`src/ptwa_pkg.sv`:
```
package ptwa_pkg;

  localparam int TABLE_ENTRIES = 16;
  localparam int MAX_RESULTS   = 16;
  localparam int IDX_W         = $clog2(TABLE_ENTRIES);
  localparam int CNT_W         = $clog2(TABLE_ENTRIES + 1);

  localparam logic [7:0] MAX_AGE_RESET = 8'd3;

  localparam logic [1:0] OP_ANNOUNCE = 2'd0;
  localparam logic [1:0] OP_SWEEP    = 2'd1;
  localparam logic [1:0] OP_LIST     = 2'd2;

  localparam int          CFG_ADDR_W    = 3;
  localparam logic [2:0] REG_MAX_AGE   = 3'h0;

  typedef struct packed {
    logic [31:0] address;
    logic [15:0] port;
    logic [31:0] seen;
  } slot_t;

  typedef struct packed {
    logic [1:0]  operation;
    logic [31:0] peer_address;
    logic [15:0] peer_port;
    logic [31:0] now_seconds;
  } in_req_t;

  typedef struct packed {
    logic        entry_valid;
    logic [31:0] entry_address;
    logic [15:0] entry_port;
    logic [31:0] entry_seen;
    logic [3:0]  slot_index;
    logic        table_changed;
    logic        dropped;
    logic [4:0]  entry_count;
    logic        last;
  } out_res_t;

endpackage

```
`src/peer_table_with_aging_unit.sv`:
```
// An announce walks the slots from slot 0 until one matches the peer or the entry count is
// reached, then appends a new peer or drops it when full; a sweep walks all n entries.
// A list first sweeps, then reads each kept entry and emits it as one result; an unused
// operation only emits a result. Output stalls hold results back. The unit takes one
// request at a time; the next is accepted once the final result has been registered.
// Async reset clears the entry count and sets max age to 3; slots stay undefined until written.
module peer_table_with_aging_unit
  import ptwa_pkg::*;
(
  input  logic                  clk_i,
  input  logic                  rst_ni,
  input  logic                  in_valid_i,
  output logic                  in_ready_o,
  input  in_req_t               in_req_i,
  output logic                  out_valid_o,
  input  logic                  out_ready_i,
  output out_res_t              out_res_o,
  input  logic                  psel,
  input  logic                  penable,
  input  logic                  pwrite,
  input  logic [CFG_ADDR_W-1:0] paddr,
  input  logic [31:0]           pwdata,
  output logic [31:0]           prdata,
  output logic                  pready
);

  typedef enum logic [2:0] {
    S_IDLE,
    S_ANN_RD,
    S_ANN_CMP,
    S_SWP_RD,
    S_SWP_CHK,
    S_LST_RD,
    S_LST_OUT,
    S_EMIT
  } state_e;

  state_e           state_q, ret_q;
  in_req_t          req_q;
  logic [CNT_W-1:0] idx_q, kept_q, cnt_q;
  logic [31:0]      limit_q;
  logic             changed_q;
  logic [7:0]       age_q;
  out_res_t         pend_q, out_q;
  logic             out_valid_q;

  slot_t            mem_q [TABLE_ENTRIES];
  slot_t            rd_q;
  logic             mem_we;
  logic [IDX_W-1:0] mem_wa;
  slot_t            mem_wd;

  logic             in_acc, out_free, match, keep, full;
  logic [CNT_W-1:0] list_end;

  assign in_ready_o  = (state_q == S_IDLE);
  assign in_acc      = in_valid_i && in_ready_o;
  assign out_free    = !out_valid_q || out_ready_i;
  assign out_valid_o = out_valid_q;
  assign out_res_o   = out_q;

  assign pready = 1'b1;
  assign prdata = (paddr == REG_MAX_AGE) ? {24'd0, age_q} : 32'd0;

  assign match    = (rd_q.address == req_q.peer_address) && (rd_q.port == req_q.peer_port);
  assign keep     = (rd_q.seen >= limit_q);
  assign full     = (int'(cnt_q) >= TABLE_ENTRIES);
  assign list_end = (int'(cnt_q) > MAX_RESULTS) ? CNT_W'(MAX_RESULTS) : cnt_q;

  always_comb begin
    mem_we = 1'b0;
    mem_wa = idx_q[IDX_W-1:0];
    mem_wd = '{address: req_q.peer_address, port: req_q.peer_port, seen: req_q.now_seconds};
    unique case (state_q)
      S_ANN_RD: begin
        mem_we = (idx_q == cnt_q) && !full;
      end
      S_ANN_CMP: begin
        mem_we = match;
      end
      S_SWP_CHK: begin
        mem_we = keep;
        mem_wa = kept_q[IDX_W-1:0];
        mem_wd = rd_q;
      end
      default: begin
        mem_we = 1'b0;
      end
    endcase
  end

  always_ff @(posedge clk_i) begin
    if (mem_we) begin
      mem_q[mem_wa] <= mem_wd;
    end
    rd_q <= mem_q[idx_q[IDX_W-1:0]];
  end

  always_ff @(posedge clk_i or negedge rst_ni) begin
    if (!rst_ni) begin
      age_q <= MAX_AGE_RESET;
    end else if (psel && penable && pwrite && (paddr == REG_MAX_AGE)) begin
      age_q <= pwdata[7:0];
    end
  end

  always_ff @(posedge clk_i or negedge rst_ni) begin
    if (!rst_ni) begin
      state_q     <= S_IDLE;
      ret_q       <= S_IDLE;
      cnt_q       <= '0;
      out_valid_q <= 1'b0;
    end else begin
      if (out_ready_i && (state_q != S_EMIT)) begin
        out_valid_q <= 1'b0;
      end
      unique case (state_q)
        S_IDLE: begin
          if (in_acc) begin
            req_q     <= in_req_i;
            idx_q     <= '0;
            kept_q    <= '0;
            changed_q <= 1'b0;
            limit_q   <= (in_req_i.now_seconds > {24'd0, age_q}) ?
                         in_req_i.now_seconds - {24'd0, age_q} : 32'd0;
            ret_q     <= S_IDLE;
            pend_q    <= '{entry_count: 5'(cnt_q), last: 1'b1, default: '0};
            case (in_req_i.operation)
              OP_ANNOUNCE: state_q <= S_ANN_RD;
              OP_SWEEP:    state_q <= S_SWP_RD;
              OP_LIST:     state_q <= S_SWP_RD;
              default:     state_q <= S_EMIT;
            endcase
          end
        end
        S_ANN_RD: begin
          if (idx_q == cnt_q) begin
            if (!full) begin
              cnt_q                <= cnt_q + 1'b1;
              pend_q.entry_valid   <= 1'b1;
              pend_q.entry_address <= req_q.peer_address;
              pend_q.entry_port    <= req_q.peer_port;
              pend_q.entry_seen    <= req_q.now_seconds;
              pend_q.slot_index    <= 4'(idx_q);
              pend_q.table_changed <= 1'b1;
              pend_q.entry_count   <= 5'(cnt_q + 1'b1);
            end else begin
              pend_q.dropped <= 1'b1;
            end
            state_q <= S_EMIT;
          end else begin
            state_q <= S_ANN_CMP;
          end
        end
        S_ANN_CMP: begin
          if (match) begin
            pend_q.entry_valid   <= 1'b1;
            pend_q.entry_address <= rd_q.address;
            pend_q.entry_port    <= rd_q.port;
            pend_q.entry_seen    <= req_q.now_seconds;
            pend_q.slot_index    <= 4'(idx_q);
            state_q              <= S_EMIT;
          end else begin
            idx_q   <= idx_q + 1'b1;
            state_q <= S_ANN_RD;
          end
        end
        S_SWP_RD: begin
          if (idx_q == cnt_q) begin
            changed_q            <= (kept_q != cnt_q);
            cnt_q                <= kept_q;
            pend_q.table_changed <= (kept_q != cnt_q);
            pend_q.entry_count   <= 5'(kept_q);
            idx_q                <= '0;
            if ((req_q.operation == OP_LIST) && (kept_q != '0)) begin
              state_q <= S_LST_RD;
            end else begin
              state_q <= S_EMIT;
            end
          end else begin
            state_q <= S_SWP_CHK;
          end
        end
        S_SWP_CHK: begin
          if (keep) begin
            kept_q <= kept_q + 1'b1;
          end
          idx_q   <= idx_q + 1'b1;
          state_q <= S_SWP_RD;
        end
        S_LST_RD: begin
          state_q <= S_LST_OUT;
        end
        S_LST_OUT: begin
          pend_q.entry_valid   <= 1'b1;
          pend_q.entry_address <= rd_q.address;
          pend_q.entry_port    <= rd_q.port;
          pend_q.entry_seen    <= rd_q.seen;
          pend_q.slot_index    <= 4'(idx_q);
          pend_q.table_changed <= changed_q;
          pend_q.entry_count   <= 5'(cnt_q);
          pend_q.last          <= (idx_q + 1'b1 == list_end);
          ret_q                <= (idx_q + 1'b1 == list_end) ? S_IDLE : S_LST_RD;
          idx_q                <= idx_q + 1'b1;
          state_q              <= S_EMIT;
        end
        S_EMIT: begin
          if (out_free) begin
            out_q       <= pend_q;
            out_valid_q <= 1'b1;
            state_q     <= ret_q;
          end
        end
        default: begin
          state_q <= S_IDLE;
        end
      endcase
    end
  end

`ifndef SYNTHESIS
  a_count_bound: assert property (@(posedge clk_i) disable iff (!rst_ni)
    int'(cnt_q) <= TABLE_ENTRIES)
    else $error("entry count beyond table size");

  a_busy_after_accept: assert property (@(posedge clk_i) disable iff (!rst_ni)
    in_acc |=> !in_ready_o)
    else $error("request accepted while busy");

  a_slot_in_table: assert property (@(posedge clk_i) disable iff (!rst_ni)
    out_valid_o && out_res_o.entry_valid |-> ({1'b0, out_res_o.slot_index} <
                                              out_res_o.entry_count))
    else $error("listed slot beyond entry count");

  a_drop_no_entry: assert property (@(posedge clk_i) disable iff (!rst_ni)
    out_valid_o && out_res_o.dropped |-> !out_res_o.entry_valid && out_res_o.last)
    else $error("dropped result carries an entry");
`endif

endmodule
```
`config.mk`:
```
export PLATFORM = sky130hd
export DESIGN_NAME = peer_table_with_aging_unit
export DESIGN_NICKNAME = d
export VERILOG_FILES = /design/src/ptwa_pkg.sv /design/src/peer_table_with_aging_unit.sv
export SDC_FILE = /design/constraint.sdc
export NUM_CORES = 2
export LEC_CHECK = 0
export ABC_AREA = 1
export BUFFER_PORTS_ARGS = -buffer_cell sky130_fd_sc_hd__buf_2
export CAP_MARGIN = 10
export CORE_MARGIN = 2
export CORE_UTILIZATION = 60
export CTS_CLUSTER_DIAMETER = 50
export CTS_CLUSTER_SIZE = 10
export DETAILED_ROUTE_END_ITERATION = 10
export PLACE_DENSITY_LB_ADDON = 0.12
export SLEW_MARGIN = 10
export SYNTH_ARGS = -nofsm -noshare
export SYNTH_HDL_FRONTEND = slang
export SYNTH_SLANG_ARGS = --single-unit
```
`constraint.sdc`:
```
create_clock -name clk_i -period 11.1 [get_ports clk_i]
set_clock_uncertainty 0.2 [all_clocks]
set_input_delay 1.11 -clock clk_i [delete_from_list [all_inputs] [get_ports clk_i]]
set_output_delay 1.11 -clock clk_i [all_outputs]
set_load 0.01 [all_outputs]
```
======== Word-level counts from Yosys, hierarchy flattened ========
Memories as Yosys holds them, arrays and structs flattened. A register that Yosys moved wholly into a read port is not among the register bits.
Cells that the tools add are included.
Widths: inputs -> output; s select.
storage, ports and cells
  register bits ........................... 331
  input bits .............................. 124
  memories kept ........................... 1
  logic and storage cells ................. 146
  RAM bits ................................ 1,280
memory list
  memory  words  bits a word  rd ports  clocked after memory_dff  wr ports  line                              RTL
  mem_q   16     80           1         1                         1         peer_table_with_aging_unit.sv:47  slot_t mem_q [TABLE_ENTRIES];
cells by class
  add/subtract/negate cells ............... 4
  equal/unequal tests ..................... 25
  order comparisons ....................... 4
  muxes and demuxes ....................... 44
  reductions and logical operators ........ 37
operator list
  kind                 count
  $pmux 85 s4          1
  $mux 93              1
  $mux 92              1
  $mux 86              1
  $mux 85              1
  $mux 80              1
  $mux 5               8
  $pmux 5 s4           2
  $eq 32x32->1         1
  $ge 32x32->1         1
  $gt 32x8->1          1
  $sub 32x8->32        1
  $pmux 3 s8           1
  $pmux 5 s2           2
  $mux 3               6
  $eq 16x16->1         1
  $ne 2x2->1 const B   8
  $add 5x1->5 const B  3
  $eq 3x3->1 const B   4
  $pmux 3 s2           2
  $reduce_and 4->1     3
  $reduce_and 6->1     2
  $reduce_bool 4->1    3
  $eq 5x5->1           2
  27 further kinds     57

======== Logic depth before layout (Yosys ltp) ========
  word-level depth ........................ 6
  mapped depth ............................ 16
  mapped depth without buffers ............ 16

======== Worst setup path after synthesis ========
No wires, ideal clock.
  kind .................................... in2reg
  start point ............................. input rst_ni
  end point ............................... register out_q (netlist bit out_res_o[0]) (enable)
  data required time ...................... 10.242 ns
  path slack .............................. 2.783 ns
  stages .................................. 2
  arrival ................................. 7.459 ns
  path through ............................ inv_1 > nor3_1
between the ends
  word-level cells in the longest chain between the ends .. 1
RTL lines
  element                     line                               RTL
  start, declared             peer_table_with_aging_unit.sv:11   input logic rst_ni,
  $reduce_and 3->1 (no line)  n/a
  end signal, assigned        peer_table_with_aging_unit.sv:209  out_q <= pend_q;
  end, declared               peer_table_with_aging_unit.sv:44   out_res_t pend_q, out_q;
No other way between the ends.
A chain may end at the register's enable or synchronous reset.

======== Final worst setup path ========
  start point ............................. register state_q[2]
  end point ............................... memory mem_q[7][39] in the netlist's numbering (enable)
between the ends
  word-level cells in the longest chain between the ends .. 4
  elaborated cells on any way between the ends .. 7
  classes of those cells .................. 3 x eq/ne; 4 x mux
RTL lines
  element                             line                               RTL
  start, declared                     peer_table_with_aging_unit.sv:38   state_e state_q, ret_q;
  start signal, assigned              peer_table_with_aging_unit.sv:211  state_q <= ret_q;
  $eq 3x3->1 (tied with other cells)  peer_table_with_aging_unit.sv:74   unique case (state_q)
  $pmux 1 s3                          peer_table_with_aging_unit.sv:74
  $mux 1                              peer_table_with_aging_unit.sv:93   if (mem_we) begin
  $mux 1 (not written as such)        peer_table_with_aging_unit.sv:94   mem_q[mem_wa] <= mem_wd;
  end, declared                       peer_table_with_aging_unit.sv:47
Parallel ways exist; a longest one is shown, timed or not.

==> run summary <==
The run finished with clean final reports. The xor and xnor fraction of the mapped netlist area was 0.599%. Derived from the worst setup path, the maximum achievable clock frequency is 0.179 GHz. After synthesis, the largest family of logic cells by area is compound AO/OA/AOI/OAI gates. The largest total area in the synthesized netlist belongs to edfxtp_1. TritonCTS built the clock tree. Wires add up to 167 mm.

The complex-gate fraction of the synthesized area was 12.3%. The async set-or-reset flop fraction in the synthesized netlist was 1.07%; the post-CTS setup buffer count was 0. Of the post-synthesis cell area, the part taken by muxes is 0%. Setup violations remaining at the end of the flow were counted as 0. After synthesis the netlist holds a flip-flop and latch count of 1689. In this run the power density over the cells is 259 mW/mm^2. The tools report the global-route wire length before repair as 245 mm. The main flop type after synthesis is edfxtp_1. The run gives 0 as the post-detailed-route count of antenna-violating nets. From left edge to right edge, the die measures 335 um.

Dividing the detail-routed via count by the number of cells gives 6.20. The total die area is 0.112 mm^2, and the largest net degree at the start of global routing is 172. After detailed routing, the number of remaining DRC violations is 0. The count of vias placed by the detailed router came out at 41143. The aggregate negative setup slack is 0 ns, and the post-cts sizing count is 0. The number of cells on the worst reg-to-reg path is 10.

The count of filler cells inserted in the layout is 7503. Number of max-slew violations in the final report: 0. Counting I/O delays and the setup requirement, the final critical path takes 5.59 ns. The analysis attributes to cell leakage a power of 0.0257 uW. The count of input and output buffers is 202, and the total track usage is 29.6%.

The final number of hold-violating endpoints came out at 0. Setup repair after global routing left no endpoint under its margin. Across all setup checks in the final design, the least slack found is 5.51 ns. For the count of nets after finishing, the log shows 5253. The top-area cell type share of the netlist area is 72.6%, and the source-to-sink clock delay at the later pin of the worst-skew pair is 0.78 ns.

From synthesis to final layout, the design area changed by 12.7%. The post-synthesis instance area is 0.0658 mm^2, and the chip height is 335 um. The initial antenna violation count was 0. The run gives 9 as the count of TritonRoute iterations in the first routing pass. A synthesized cell averages 13.6 um^2. IR analysis of the VDD net gives a maximum drop of 0.000200 V. Counting flops with a built-in enable in the synthesized netlist gives 1591. The number of distinct standard cells referenced by the synthesized netlist was 57.

The worst setup path is launched from a flop. Of all nets on the critical path, the largest fanout is 72. Type of the worst setup path: flop to flop.

The post-route netlist has 13.7% of its cells at a drive strength greater than 1. For the post-placement worst setup slack, the log shows 5.56 ns. Counting the buffers created by CTS gives 192.

In the finished design, the share of the clock period the worst path needs comes to 50.4%. Yosys attributes the largest share of cell area to edfxtp_1 73%, a21oi_1 3.9%, nand2_1 3.9%. The library cell used most frequently in the layout, excluding fill and tap cells, is edfxtp_1.

The tools report the I/O pin total as 252. The logs give 5.51 ns for the worst setup slack for register-to-register paths and 0 for the count of maximum capacitance violations. Synthesis produced a netlist whose cell count is 4818.

Clock tree synthesis found a total of 1689 sinks. The repair_antennas step left the layout with diodes totalling 0. After Yosys synthesis, full adders, half adders and majority gates account for 0.887% of the synthesized area. The non-filler instance count after layout was 6637. Clock-pin slew was measured on the worst setup and hold paths at 0.06 ns. The launch point of the critical path is state_q[2]$_DFFE_PN0P_. The critical path ends at mem_q[7][39]$_DFFE_PP_.

During synthesis, Yosys emitted a total of 0 warnings. In this run, the number of DRC markers left after iteration 0 of detailed routing was 4950. The cell sitting at the root of the clock tree is a clkbuf_16. The maximum level of the CTS H-tree came out at 4.

The worst setup path is captured at a flop. Measured against its own limit, the worst slew margin works out to 14.6%. The number of global-route vias before repair is 38881.

The path class of the tightest hold or removal check is input port to async pin. The total of hold buffers inserted after clock tree synthesis came out at 0. Once the floorplan was initialized, standard cells occupied 60.4% of the core. In this run the core area contains 121 standard-cell rows.

The average detailed-routed wire length per instance works out to 25.1 um. Global routing finished with a remaining overflow of 0. Data on the critical path is required at its endpoint by 11.31 ns. The origin of the critical flop-to-flop path was state_q[2]$_DFFE_PN0P_.

Sequential cells were found to cover 75.8% of the synthesized design area. Counting tap cells, the placed design contains a total of 6303 instances. The area fraction in and, or, nand and nor cells after synthesis came out at 6.71%. Leaving out fill and tap cells, the most frequent cells in the layout are 1591 x edfxtp_1, 674 x nand2_1, 518 x a21oi_1. Detailed placement finished with a half-perimeter wire length of 86.5 mm. The tools report the area of the placeable core as 0.109 mm^2. In this run the critical register-to-register path is captured at mem_q[7][39]$_DFFE_PP_. For the worst setup path, the data arrival time is 5.80 ns.

The tools report the weighted congestion at the end of routability-driven global placement as 0.857. Slew at the pin closest to its max-slew limit: 1.27 ns. The clock passes through at most 3 buffers.
==> cells by family (layout without fill, tap and decap cells) <==
| logic type | count (synthesis) | count (layout) |
|---|---|---|
| xor gates and xnor gates | 45 | 45 |
| DFF | 1689 | 1689 |
| adders and majority gates | 46 | 46 |
| and+or+nand+nor | 1092 | 1092 |
| buffers and inverters | 555 | 937 |
| other | 2 | 25 |
| AOI/OAI and AO/OA | 1389 | 1389 |
==> where the power goes <==
part	switching [uW]	internal, uW
clock	2330	3400
sequential	320	8130
combinational	3600	1440
==> worst min-delay path by stage <==
stage               slack [ns]  cells past startpoint                 endpoint               startpoint
floorplan                 0.20                      0   out_res_o[0]$_DFFE_PP_  pend_q[0]$_SDFFCE_PN1P_
global placement          0.20                      0   out_res_o[9]$_DFFE_PP_      pend_q[9]$_DFFE_PP_
detailed placement        0.20                      0  out_res_o[11]$_DFFE_PP_     pend_q[11]$_DFFE_PP_
CTS                       0.11                      1     cnt_q[2]$_DFFE_PN0P_                   rst_ni
global route              0.15                      1     cnt_q[4]$_DFFE_PN0P_                   rst_ni
finish                    0.14                      1     cnt_q[2]$_DFFE_PN0P_                   rst_ni
==> synth_stat cells, types with 8 or more instances <==
cell type,n
dfrtp_1,16
nor3_1,13
o22ai_1,349
a31o_2,73
nor2_1,314
ha_1,45
o21ai_0,320
xor2_1,22
edfxtp_1,1591
clkbuf_1,152
a31oi_1,8
dfxtp_1,80
buf_2,91
a21oi_1,518
nand2_1,676
nand4_1,12
buf_6,13
nand3_1,39
o21ai_1,11
inv_2,14
xnor2_1,23
inv_1,239
o221ai_1,84
buf_4,42
==> cell type report <==
| type | count | area, um^2 | area share (%) |
|---|---|---|---|
| Clock buffer | 317 | 5380 | 7.26 |
| Clock inverter | 17 | 275 | 0.371 |
| Inverter | 256 | 981 | 1.32 |
| Multi-Input combinational cell | 2597 | 13700 | 18.5 |
| Sequential cell | 1689 | 49800 | 67.2 |
| Tap cell | 1414 | 1770 | 2.39 |
| Timing Repair Buffer | 347 | 2140 | 2.88 |
==> sequential cells by signal, indices dropped and copies added, names as in the netlist <==
register,cells
age_q,8
changed_q,1
cnt_q,5
idx_q,5
kept_q,5
limit_q,32
mem_q,1280
out_res_o,93
out_valid_o,1
pend_q,93
rd_q,80
req_q,82
ret_q,1
state_q,3
==> critical path, stage by stage (launching register included) <==
cell	delay [ns]
dfrtp_1	0.69
inv_1	0.28
nor2_8	0.66
inv_4	0.51
o21ai_2	0.36
inv_2	0.06
nor2_1	0.14
nand2_1	0.16
nor2_4	0.70
buf_4	0.86
buf_4	0.48
==> metrics by stage <==
step / utilization, % / area, um^2 / hold WS [ns] / total power [uW]
global route: 68.1 / 74100 / 0.150 / 20000
floorplan: - / 65900 / 0.200 / 11800
global placement: 62.9 / 68500 / 0.201 / 13400
finish: 68.1 / 74100 / 0.136 / 19200
CTS: 68.1 / 74100 / 0.110 / 19200
detailed placement: 62.9 / 68500 / 0.205 / 13500
==> layer usage <==
| layer | track usage [%] | wire (um) | vias up | share of wire (%) |
|---|---|---|---|---|
| met4 | 9.70 | 4550 | 0 | 2.7 |
| met3 | 4.10 | 14700 | 315 | 8.8 |
| met5 | 0 | 0 | - | 0 |
| li1 | - | - | 18391 | - |
| met2 | 47.6 | 80000 | 2097 | 48 |
| met1 | 42.2 | 67500 | 20340 | 40 |
No activity file was read; power rests on OpenSTA's default activity.
